## src/design/avccfg_pkg.sv

```systemverilog
`default_nettype none

package avccfg_pkg;

    // one byte of the configuration record
    typedef struct packed {
        logic [7:0] data_byte;
        logic       end_of_record;
    } avccfg_in_t;

    // classified byte
    typedef struct packed {
        logic [4:0] byte_kind;
        logic [7:0] field_value;
        logic       record_done;
    } avccfg_out_t;

    // parse position within the record; the code equals the kind of the byte expected
    typedef enum logic [3:0] {
        PH_VERSION   = 4'd0,
        PH_PROFILE   = 4'd1,
        PH_COMPAT    = 4'd2,
        PH_LEVEL     = 4'd3,
        PH_LENSIZE   = 4'd4,
        PH_SPSCOUNT  = 4'd5,
        PH_SPSLEN_HI = 4'd6,
        PH_SPSLEN_LO = 4'd7,
        PH_SPSBYTE   = 4'd8,
        PH_PPSCOUNT  = 4'd9,
        PH_PPSLEN_HI = 4'd10,
        PH_PPSLEN_LO = 4'd11,
        PH_PPSBYTE   = 4'd12,
        PH_COMPLETE  = 4'd13
    } avccfg_phase_t;

    // result kinds beyond the phase codes
    localparam logic [4:0] KIND_IGNORED    = 5'd13;
    localparam logic [4:0] KIND_BADVERSION = 5'd14;
    localparam logic [4:0] KIND_BADLENSIZE = 5'd15;
    localparam logic [4:0] KIND_TRUNCATED  = 5'd16;

    // record format constants
    localparam logic [7:0] VERSION_ONE    = 8'h01;
    localparam logic [7:0] LENSIZE_MASK   = 8'h03;
    localparam logic [7:0] LENSIZE_FOUR   = 8'h03; // length size minus one
    localparam logic [7:0] SPSCOUNT_MASK  = 8'h1f;

endpackage

`default_nettype wire

```

## src/design/avc_config_record_parser_core.sv

```systemverilog
`default_nettype none

// AVC decoder configuration record parser: takes the record one byte per transaction on
// the s_ channel (end_of_record marks the last byte) and returns one tagged byte per input
// on the m_ channel: field kind, field value (masked for length size and SPS count) and a
// record_done flag. Only the first SPS and PPS are followed; a bad version or length size
// flags that byte and the rest of the record is ignored, and a record ending before the
// PPS is complete gives a truncated kind on its last byte. One byte per cycle is sustained
// while the result side is not stalled: an input register feeds combinational classification
// logic into the result register, so each byte is held in the input register and then in
// the result register, and the input register absorbs one byte while a result is stalled.
module avc_config_record_parser_core
    import avccfg_pkg::*;
(
    input  wire         aclk,
    input  wire         aresetn,
    input  wire         s_valid,
    output logic        s_ready,
    input  avccfg_in_t  s_data,
    output logic        m_valid,
    input  wire         m_ready,
    output avccfg_out_t m_data
);

    // pipeline registers
    logic          in_valid_reg;
    avccfg_in_t    in_data_reg;
    logic          out_valid_reg;
    avccfg_out_t   out_data_reg;
    logic          advance;

    // parser state
    avccfg_phase_t phase_reg, phase_next;
    logic [15:0]   bytes_left_reg, bytes_left_next;
    logic [7:0]    length_high_reg, length_high_next;
    logic          discarding_reg, discarding_next;

    // classification of the registered byte
    logic [4:0]    kind;
    logic [7:0]    value;
    logic          record_open;
    logic          version_bad;
    logic          lensize_bad;
    logic [15:0]   bytes_dec;
    logic [15:0]   length_full;
    logic [7:0]    b;

    // handshake
    assign advance = in_valid_reg && (!out_valid_reg || m_ready);
    assign s_ready = !in_valid_reg || advance;
    assign m_valid = out_valid_reg;
    assign m_data  = out_data_reg;

    assign b           = in_data_reg.data_byte;
    assign bytes_dec   = bytes_left_reg - 16'd1;
    assign length_full = {length_high_reg, b};
    assign version_bad = (b != VERSION_ONE);
    assign lensize_bad = ((b & LENSIZE_MASK) != LENSIZE_FOUR);

    // next parser state for one byte
    always_comb begin
        phase_next       = phase_reg;
        bytes_left_next  = bytes_left_reg;
        length_high_next = length_high_reg;
        discarding_next  = discarding_reg;

        if (!discarding_reg) begin
            unique case (phase_reg)
                PH_VERSION: begin
                    if (version_bad) begin
                        discarding_next = 1'b1;
                    end else begin
                        phase_next = PH_PROFILE;
                    end
                end
                PH_PROFILE:  phase_next = PH_COMPAT;
                PH_COMPAT:   phase_next = PH_LEVEL;
                PH_LEVEL:    phase_next = PH_LENSIZE;
                PH_LENSIZE: begin
                    if (lensize_bad) begin
                        discarding_next = 1'b1;
                    end else begin
                        phase_next = PH_SPSCOUNT;
                    end
                end
                PH_SPSCOUNT: phase_next = PH_SPSLEN_HI;
                PH_SPSLEN_HI: begin
                    length_high_next = b;
                    phase_next       = PH_SPSLEN_LO;
                end
                PH_SPSLEN_LO: begin
                    bytes_left_next = length_full;
                    phase_next      = (length_full == 16'd0) ? PH_PPSCOUNT : PH_SPSBYTE;
                end
                PH_SPSBYTE: begin
                    bytes_left_next = bytes_dec;
                    if (bytes_dec == 16'd0) begin
                        phase_next = PH_PPSCOUNT;
                    end
                end
                PH_PPSCOUNT: phase_next = PH_PPSLEN_HI;
                PH_PPSLEN_HI: begin
                    length_high_next = b;
                    phase_next       = PH_PPSLEN_LO;
                end
                PH_PPSLEN_LO: begin
                    bytes_left_next = length_full;
                    phase_next      = (length_full == 16'd0) ? PH_COMPLETE : PH_PPSBYTE;
                end
                PH_PPSBYTE: begin
                    bytes_left_next = bytes_dec;
                    if (bytes_dec == 16'd0) begin
                        phase_next = PH_COMPLETE;
                    end
                end
                default: phase_next = phase_reg;
            endcase
        end

        // record still short of a complete PPS after this byte
        record_open = !discarding_next && (phase_next < PH_COMPLETE);

        // end of record: rearm for the next record
        if (in_data_reg.end_of_record) begin
            phase_next       = PH_VERSION;
            bytes_left_next  = 16'd0;
            length_high_next = 8'd0;
            discarding_next  = 1'b0;
        end
    end

    // result for one byte
    always_comb begin
        kind  = {1'b0, phase_reg};
        value = b;

        if (discarding_reg) begin
            kind = KIND_IGNORED;
        end else begin
            unique case (phase_reg)
                PH_VERSION: begin
                    if (version_bad) begin
                        kind = KIND_BADVERSION;
                    end
                end
                PH_LENSIZE: begin
                    value = b & LENSIZE_MASK;
                    if (lensize_bad) begin
                        kind = KIND_BADLENSIZE;
                    end
                end
                PH_SPSCOUNT: value = b & SPSCOUNT_MASK;
                PH_COMPLETE: kind = KIND_IGNORED;
                default:     kind = {1'b0, phase_reg};
            endcase
        end

        // last byte of an unfinished record is flagged as truncated
        if (in_data_reg.end_of_record && record_open) begin
            kind  = KIND_TRUNCATED;
            value = b;
        end
    end

    // input register
    always_ff @(posedge aclk) begin
        if (!aresetn) begin
            in_valid_reg <= 1'b0;
        end else if (s_ready) begin
            in_valid_reg <= s_valid;
        end
        if (s_ready && s_valid) begin
            in_data_reg <= s_data;
        end
    end

    // parser state, updated as each byte moves to the result register
    always_ff @(posedge aclk) begin
        if (!aresetn) begin
            phase_reg       <= PH_VERSION;
            bytes_left_reg  <= 16'd0;
            length_high_reg <= 8'd0;
            discarding_reg  <= 1'b0;
        end else if (advance) begin
            phase_reg       <= phase_next;
            bytes_left_reg  <= bytes_left_next;
            length_high_reg <= length_high_next;
            discarding_reg  <= discarding_next;
        end
    end

    // result register
    always_ff @(posedge aclk) begin
        if (!aresetn) begin
            out_valid_reg <= 1'b0;
        end else if (advance) begin
            out_valid_reg <= 1'b1;
        end else if (m_ready) begin
            out_valid_reg <= 1'b0;
        end
        if (advance) begin
            out_data_reg.byte_kind   <= kind;
            out_data_reg.field_value <= value;
            out_data_reg.record_done <= in_data_reg.end_of_record;
        end
    end

endmodule

`default_nettype wire

```

## config.mk

```make
export PLATFORM = sky130hd
export DESIGN_NAME = avc_config_record_parser_core
export DESIGN_NICKNAME = d
export VERILOG_FILES = /design/src/design/avccfg_pkg.sv /design/src/design/avc_config_record_parser_core.sv
export SDC_FILE = /design/constraint.sdc
export NUM_CORES = 1
export LEC_CHECK = 0
export BUFFER_PORTS_ARGS = -buffer_cell sky130_fd_sc_hd__buf_4
export CORE_AREA = 2 2 80 82
export DETAILED_ROUTE_END_ITERATION = 6
export DIE_AREA = 0 0 82 84
export PLACE_DENSITY = 0.8
export SLEW_MARGIN = 25
export SYNTH_ARGS = -nofsm -noshare
export SYNTH_HDL_FRONTEND = slang
export SYNTH_SLANG_ARGS = --single-unit
```

## constraint.sdc

```tcl
create_clock -name aclk -period 2.45 [get_ports aclk]
set_input_delay 0.49 -clock aclk [delete_from_list [all_inputs] [get_ports aclk]]
set_output_delay 0.49 -clock aclk [all_outputs]
set_load 0.005 [all_outputs]
```

==> results.txt, run 1 <==
- Most common cell in the netlist: sky130_fd_sc_hd__dfxtp_1
- TNS Setup: 0 ns
* Share of layout cells above drive strength 1: 0.204
* Launch instance of the worst min-delay path: s_data[8]
- The initialized floorplan defines 29 standard-cell rows.
- No sink is reached through more buffers than the 2 on the longest clock path.
- Die Y: 84 µm
* Main synth FF type: sky130_fd_sc_hd__dfxtp_1
- The initial antenna violation count was 0.
- Data arrival time of the worst path: 2.39 ns
* Critical path data required time: 2.54 ns
* ANT cells: 0
- In this run, the number of DRC markers left after iteration 0 of detailed routing was 286.
- The path class of the tightest hold or removal check is in -> reg.
- Of the total synthesized cell area, the portion taken by full adders, half adders and majority gates is 0.00794.
- Clk_skew: 0.00505 ns
- The run finished with clean final reports.
- Of the available clock period, the critical path in the final layout requires 0.938.
- The number of hold violations in the final report was 0.
- In the synthesized netlist, the number of instances is 341.
* Max VDD drop: 0.401 mV
- sky130_fd_sc_hd__edfxtp_1 takes more of the synthesized area than any other cell.
- Entering global routing, the biggest net connects 35 pins.
* Number of buffers created by CTS: 5
- Of the total power, the share spent switching nets is 0.256.
* Vias in the first global route: 2632
- Of the total synthesized cell area, the portion taken by AND, OR, NAND and NOR gates is 0.255.
- Of the total power, the clock network draws 0.326.
- For this design the static power due to leakage is 1.35 nW.
* Pre-CTS setup slack: 0.171 ns
- The worst setup path is captured at a register.
- The clock drives 54 sinks.
- In this run, synthesis produced a sequential element count of 54.
- For hold timing, the worst endpoint is b[7]$_DFFE_PP_.
- The congestion estimate from routability-driven global placement came to 0.977.
- Area taken by multi-input logic gates: 1660 µm²
- The commonest cells after synthesis are sky130_fd_sc_hd__dfxtp_1 (31), sky130_fd_sc_hd__nor2_1 (30), sky130_fd_sc_hd__edfxtp_1 (23), sky130_fd_sc_hd__clkbuf_1 (22), sky130_fd_sc_hd__nor2b_1 (22).
- The root buffer cell chosen for the clock tree is sky130_fd_sc_hd__clkbuf_8.
- Remaining number of nets flagged by the antenna check after routing: 0
- For the pin with the worst max-slew slack, the measured transition is 0.693 ns.
* Total global routing track utilization: 0.241
- Clock-pin slew was measured on the worst setup and hold paths at 0.10 ns.
- For the worst flop-to-flop path, the logic depth is 7.
* Synthesis-to-layout area growth: 13.8%
- RSZ-0062 raised after global routing: false
- Fill cells in the final layout number 527.
* Post-synthesis mux area share: 0.0321
* TritonCTS clock tree: built
* Highest clock rate: 435 MHz
- In this run the count of I/O pins placed on the die edge is 29.
- Yosys mapped a number of flops with a built-in enable equal to 23.
- Complex-gate fraction of the synthesized area: 0.200
* Horiz. Die Dim: 82 µm
- In this run the register-to-register setup slack is 0.15 ns.
- Averaged over all synthesized cells, the footprint is 9.25 µm².
- In the final layout, flip-flops and latches occupy 1310 µm².
* Crit path time final: 2.30 ns
- Share of power burned in combinational logic: 0.143
- Number of cells on the worst hold path: 1
- Count of port buffers added during placement: 28
- Combinational family with the most area after synthesis: simple AND/OR/NAND/NOR gates
* Fraction of the yosys area taken by sequential cells: 0.416
- Starting density of the core: 0.517
- Xor and xnor fraction of the mapped netlist area: 0.0306
- Worst setup SP type: register
- Async set-reset flop share out of synthesis: 0
* Yosys warning count: 0
- Largest cells by area after synthesis: sky130_fd_sc_hd__edfxtp_1 (22%), sky130_fd_sc_hd__dfxtp_1 (20%), sky130_fd_sc_hd__nor2b_1 (4.4%), sky130_fd_sc_hd__nor2_1 (3.6%), sky130_fd_sc_hd__a21oi_1 (2.9%)
- The analysis attributes to net switching a power of 0.000484 W.
- After global routing the overflow that remains totals 0.
- Relative slew margins: 0.537
- The tool flagged a number of max-cap violations equal to 0.
- The die covers 6890 µm².
* Share of the synthesized area in the top cell type: 0.219
* Number of hold buffers added after CTS: 0
- The worst register-to-register path ends at m_data[13]$_SDFFCE_PP1P_.
- Residual DRC: 0
* Htree depth: 2
* Clock network latency to the later pin of the worst-skew pair: 0.32 ns
* Number of unique standard cell types used by synthesis: 68
- Cell internal pwr: 0.00141 W
* Origin of the critical flop-to-flop path: bytes_left_reg[1]$_SDFFE_PN0P_
* Netlist area before placement: 3150 µm²
- The worst setup path is of the reg -> reg kind.
* Post-synth net total: 356
* Post-detailed-placement half-perimeter wirelength: 5360 µm
* WL final: 7850 µm
- Detailed routing inserted a total of 2775 vias.
- Setup violations remaining at the end of the flow were counted as 0.
- Crit-path max FO: 5
* Sequential share of power: 0.531
- Setup slack closes at 0.152 ns.
* Via-per-instance ratio: 6.25
* Power density over the cells: 527 nW/µm²
- Slew Limit Fails: 0
* Final cell utilization of the core: 0.589
* Flip-flop count of the largest register after layout: 16
* Initial DRT Pass Iterations: 5
- After the last flow step, the layout net total stands at 381.
- First-pass GRT wire length: 12800 µm
- After detailed routing, the average wire length per cell comes to 17.7 µm.
- Core footprint: 6100 µm²
how the worst max path moves through the flow:
stage,start,end,slack (ns),cells after the start
global placement,b[4]$_DFFE_PP_,m_data[10]$_SDFFCE_PP0P_,0.23,5
floorplan,bytes_left_reg[0]$_SDFFE_PN0P_,m_data[13]$_SDFFCE_PP1P_,0.10,10
global route,bytes_left_reg[1]$_SDFFE_PN0P_,m_data[10]$_SDFFCE_PP0P_,0.007,7
detailed placement,b[4]$_DFFE_PP_,m_data[10]$_SDFFCE_PP0P_,0.17,5
CTS,bytes_left_reg[1]$_SDFFE_PN0P_,m_data[13]$_SDFFCE_PP1P_,0.15,7
finish,bytes_left_reg[1]$_SDFFE_PN0P_,m_data[13]$_SDFFCE_PP1P_,0.15,7
cells by family after synthesis:
group,Yosys count
compound gates,84
xor+xnor,11
fa+ha+maj,2
buf+inv,40
flops,54
mux,10
simple gates,140
power by group through the flow:
stage / combinational, W / clock, W / sequential (W)
final: 0.000271 / 0.000616 / 0.00100
after global routing: 0.000295 / 0.000653 / 0.00101
after CTS: 0.000267 / 0.000621 / 0.00100
after detailed placement: 0.000265 / 0 / 0.00102
after global placement: 0.000260 / 0 / 0.00102
after floorplan: 0.000179 / 0 / 0.00101
metal layers:
metal,wire [µm],global-route usage
met3,521,0.0444
met2,3830,0.373
met1,3290,0.331
met5,0,0
met4,204,0.0939
worst max-delay path, cell delays in order (launching register included):
cell and delay (ns):
sky130_fd_sc_hd__dfxtp_1 0.33, sky130_fd_sc_hd__inv_1 0.08, sky130_fd_sc_hd__ha_1 0.16, sky130_fd_sc_hd__or4b_1 0.49
sky130_fd_sc_hd__xnor2_1 0.17, sky130_fd_sc_hd__nor4_1 0.29, sky130_fd_sc_hd__nand4_1 0.30, sky130_fd_sc_hd__and2_1 0.26
area by class of cell:
class / instances / area share
well taps: 77 / 0.0268
clock inverters: 3 / 0.0119
inverters: 7 / 0.00732
repair buffers: 51 / 0.107
multi-input cells: 247 / 0.463
flip-flops and latches: 54 / 0.365
clock buffers: 5 / 0.0192
what timing repair did:
item / in CTS / in global routing
setup buffers: 0 / 0
gates resized for setup: 0 / 1
endpoints found under the setup margin: 0 / 4
layout by cell type (no fill, tap or decap), types with 6 or more instances in the layout:
| cell | count |
|---|---|
| sky130_fd_sc_hd__o21a_1 | 9 |
| sky130_fd_sc_hd__xor2_1 | 6 |
| sky130_fd_sc_hd__buf_4 | 51 |
| sky130_fd_sc_hd__nand4_1 | 8 |
| sky130_fd_sc_hd__nor4_1 | 8 |
| sky130_fd_sc_hd__dfxtp_1 | 31 |
| sky130_fd_sc_hd__nor3_1 | 11 |
| sky130_fd_sc_hd__nor2_1 | 30 |
| sky130_fd_sc_hd__edfxtp_1 | 23 |
| sky130_fd_sc_hd__a211oi_1 | 7 |
| sky130_fd_sc_hd__mux2i_1 | 9 |
| sky130_fd_sc_hd__nand2_1 | 18 |
| sky130_fd_sc_hd__nor2b_1 | 22 |
| sky130_fd_sc_hd__o31a_1 | 6 |
| sky130_fd_sc_hd__a21oi_1 | 18 |
| sky130_fd_sc_hd__inv_1 | 7 |
metrics by stage:
step | power, W | instance area (µm²) | hold slack (ns) | cells
after detailed placement | 0.00129 | 3470 | 0.499 | 436
final | 0.00189 | 3590 | 0.340 | 444
after global placement | 0.00128 | 3470 | 0.490 | 436
after global routing | 0.00196 | 3590 | 0.329 | 444
after CTS | 0.00189 | 3580 | 0.337 | 444
after floorplan | 0.00119 | 3150 | 0.424 | 341
(Power assumes the default switching activity.)
==> run 2: changes to the inputs <==
==> constraint.sdc (replaced) <==
create_clock -name aclk -period 2.45 [get_ports aclk]
set_input_delay 0.1225 -clock aclk [delete_from_list [all_inputs] [get_ports aclk]]
set_output_delay 0.1225 -clock aclk [all_outputs]
set_load 0.005 [all_outputs]
==> run 2 against run 1 <==
Compared with the run above: die area is the same; largest power group unchanged; core utilization increased by 1.5 points; sequential power is essentially flat; critical path type unchanged.
==> results.txt, run 2 (synthesized netlist as in run 1, its figures left out) <==
- The cell count along the critical path came to 7 (unchanged).
- Total global routing track utilization: 0.244 (was 0.241)
- The number of antenna repair diodes was 0 (unchanged).
- The CTS tree was built (unchanged).
- Area taken by multi-input logic gates: 1660 µm² (unchanged)
* Initial DRC count: 324 (was 286)
- The max-slew violation count was 0 (unchanged).
- The launching element type of the critical path is a register (unchanged).
- TritonCTS Sinks: 54 (unchanged)
- Number of placement rows: 29 (unchanged)
- Share of power burned in combinational logic: 0.150 (was 0.143)
- Data arrival time of the worst path: 2.39 ns (about the same)
* FF/Latch Area: 1310 µm² (unchanged)
- Power density over the cells: 516 nW/µm² (was 527 nW/µm²)
- Critical Path Sink Type: register (unchanged)
- The die boundary height came to 84 µm (unchanged).
- The fill cell instance count of the final layout came to 512 (was 527).
- The initial antenna violation count is 0 (unchanged).
- The classification of the worst-slack hold path was in -> reg (unchanged).
- The clock input transition at the sequential cells of the worst setup and hold paths was 0.10 ns (about the same).
* Clock network latency to the later pin of the worst-skew pair: 0.32 ns (about the same)
- Crit-path max FO: 5 (unchanged)
- Result of the run: complete, no violations (unchanged).
- Sequential share of power: 0.529 (was 0.531)
- Htree depth: 2 (unchanged)
- The count of buffers added by post-CTS timing repair for setup is 0 (unchanged).
- The global-route wire length before repair came to 12900 µm (was 12800 µm).
- The half-perimeter wire length after detailed placement is 5360 µm (unchanged).
- Flip-flop count of the largest register after layout: 16 (unchanged)
* Highest clock rate: 433 MHz (was 435 MHz)
- Number of top-level pins: 29 (unchanged)
- Crit path time final: 2.31 ns (was 2.30 ns)
- The maximum ir drop on the vdd rail is 0.400 mV (was 0.401 mV).
- Largest stage delay on the critical path: 0.49 ns (about the same)
- Area enclosed by the die boundary: 6890 µm² (unchanged)
* Worst-path cell with the longest stage delay: sky130_fd_sc_hd__or4b_1 (unchanged)
- Number of nets in the layout: 390 (was 381)
* Residual DRC: 0 (unchanged)
* Max Cap Violations: 0 (unchanged)
- Commonest cells after routing, fill and taps aside: sky130_fd_sc_hd__buf_4 (51), sky130_fd_sc_hd__dfxtp_1 (31), sky130_fd_sc_hd__nor2_1 (30), sky130_fd_sc_hd__edfxtp_1 (23), sky130_fd_sc_hd__nor2b_1 (22) (unchanged).
- The cell depth of the worst flop-to-flop path came to 7 (unchanged).
- RSZ-0062 raised after global routing: false (unchanged).
- Remaining number of nets flagged by the antenna check after routing: 0 (unchanged)
- Bufs and invs on worst path: 1 (unchanged)
- Core footprint: 6100 µm² (unchanged)
- The floorplan die width was 82 µm (unchanged).
- Maximum number of pins on one net before global-route repair: 35 (unchanged)
* Clk_skew: 0.00318 ns (was 0.00505 ns)
- The number of hold violations in the final report was 0 (unchanged).
- The total congestion overflow was 0 (unchanged).
- Pleak: 1.39 nW (was 1.35 nW)
* Number of buffers created by CTS: 5 (unchanged)
- The final cycle utilization of the critical path was 0.943 (was 0.938).
- The maximum root-to-sink buffer count was 2 (unchanged).
* Most frequent standard cell in the layout excluding fill and tap cells: sky130_fd_sc_hd__buf_4 (unchanged)
- The kind of cell adding the most delay to the critical path was simple AND/OR/NAND/NOR gates (unchanged).
* Starting density of the core: 0.517 (unchanged)
- The synthesis-to-finish area growth is 16.7% (was 13.8%).
* Number of cells on the worst hold path: 3 (was 1)
- The via count of the first global-routing pass came to 2643 (was 2632).
* Detailed-route via count: 2829 (was 2775)
- TNS Setup: 0 ns (unchanged)
* Count of port buffers added during placement: 28 (unchanged)
* Root Buffer: sky130_fd_sc_hd__clkbuf_8 (unchanged)
- Relative slew margins: 0.543 (was 0.537)
- NetSw: 0.000483 W (was 0.000484 W)
- Critical path data required time: 2.54 ns (about the same)
* Switching power share of the total: 0.254 (was 0.256)
- The mean number of vias per cell was 6.25 (about the same).
- The aggregate routed wire length is 7990 µm (was 7850 µm).
- The post-detailed-route wirelength per cell was 17.6 µm (was 17.7 µm).
- Design Area, Final: 3680 µm² (was 3590 µm²)
- Proportion of power drawn by the clock network: 0.322 (was 0.326)
- Final cell utilization of the core: 0.603 (was 0.589)
* Worst-Margin Slew: 0.685 ns (was 0.693 ns)
- RePlAce Congestion: 0.977 (unchanged)
* Initial DRT Pass Iterations: 5 (unchanged)
- Smallest hold slack: 0.0355 ns (was 0.340 ns)
- The fraction of final layout cells with drive strength greater than 1 came to 0.199 (was 0.204).
- Cell internal pwr: 0.00142 W (was 0.00141 W)
- Setup Viol. Count Final: 0 (unchanged)
* Cells along the critical path: inv_1, ha_1, or4b_1, xnor2_1, nor4_1, nand4_1, and2_1 (unchanged)
* Critical Setup Path Class: reg -> reg (unchanged)
* Post-place instance area: 3470 µm² (unchanged)
-- run 2: changes by cell type in the layout (fill, tap and decap cells not counted) --
cell                            delta
sky130_fd_sc_hd__dlygate4sd3_1     +9
-- run 2: metal layers --
layer  vias to the layer above  routed length (µm)  GRT usage
met5                         -                   0          0
met4                         0                 208     0.0939
met3                        17                 575     0.0509
met2                       138                3830      0.376
met1                      1344                3380      0.331
li1                       1330                   -          -
-- run 2: per-stage QoR --
stage                     cells  setup WS (ns)  total power [W]
after floorplan             341          0.104          0.00119
after global placement      436          0.229          0.00128
after detailed placement    436          0.171          0.00129
after CTS                   453          0.155          0.00190
after global routing        453        0.00660          0.00197
final                       453          0.141          0.00190
-- run 2: final timing paths --
| check | startpoint | to | slack [ns] |
|---|---|---|---|
| max | bytes_left_reg[1]$_SDFFE_PN0P_ | m_data[13]$_SDFFCE_PP1P_ | 0.14 |
| min | s_valid | in_valid_reg$_SDFFE_PN0N_ | 0.04 |
| max reg2reg | bytes_left_reg[1]$_SDFFE_PN0P_ | m_data[13]$_SDFFCE_PP1P_ | 0.14 |
| min reg2reg | bytes_left_reg[13]$_SDFFE_PN0P_ | bytes_left_reg[13]$_SDFFE_PN0P_ | 0.51 |
-- run 2: power by group through the flow --
stage | sequential (W) | combinational [W] | clock [W]
after floorplan | 0.00101 | 0.000179 | 0
after global placement | 0.00102 | 0.000260 | 0
after detailed placement | 0.00102 | 0.000265 | 0
after CTS | 0.00100 | 0.000279 | 0.000621
after global routing | 0.00101 | 0.000308 | 0.000653
final | 0.00100 | 0.000284 | 0.000611
-- run 2: tightest hold or removal path, cell delays in order --
cell and delay, ns:
sky130_fd_sc_hd__buf_4 0.08, sky130_fd_sc_hd__a21oi_1 0.03, sky130_fd_sc_hd__nor2b_1 0.09
-- run 2: final cells by class --
type / count / share of cell area
multi-input cells: 247 / 0.451
flip-flops and latches: 54 / 0.356
repair buffers: 60 / 0.129
well taps: 77 / 0.0262
clock buffers: 5 / 0.0187
clock inverters: 3 / 0.0116
inverters: 7 / 0.00714
-- run 2: timing repair --
item,in CTS,in global routing
endpoints found under the hold margin,9,0
endpoints found under the setup margin,0,4
gates resized for setup,0,1
hold buffers,9,0
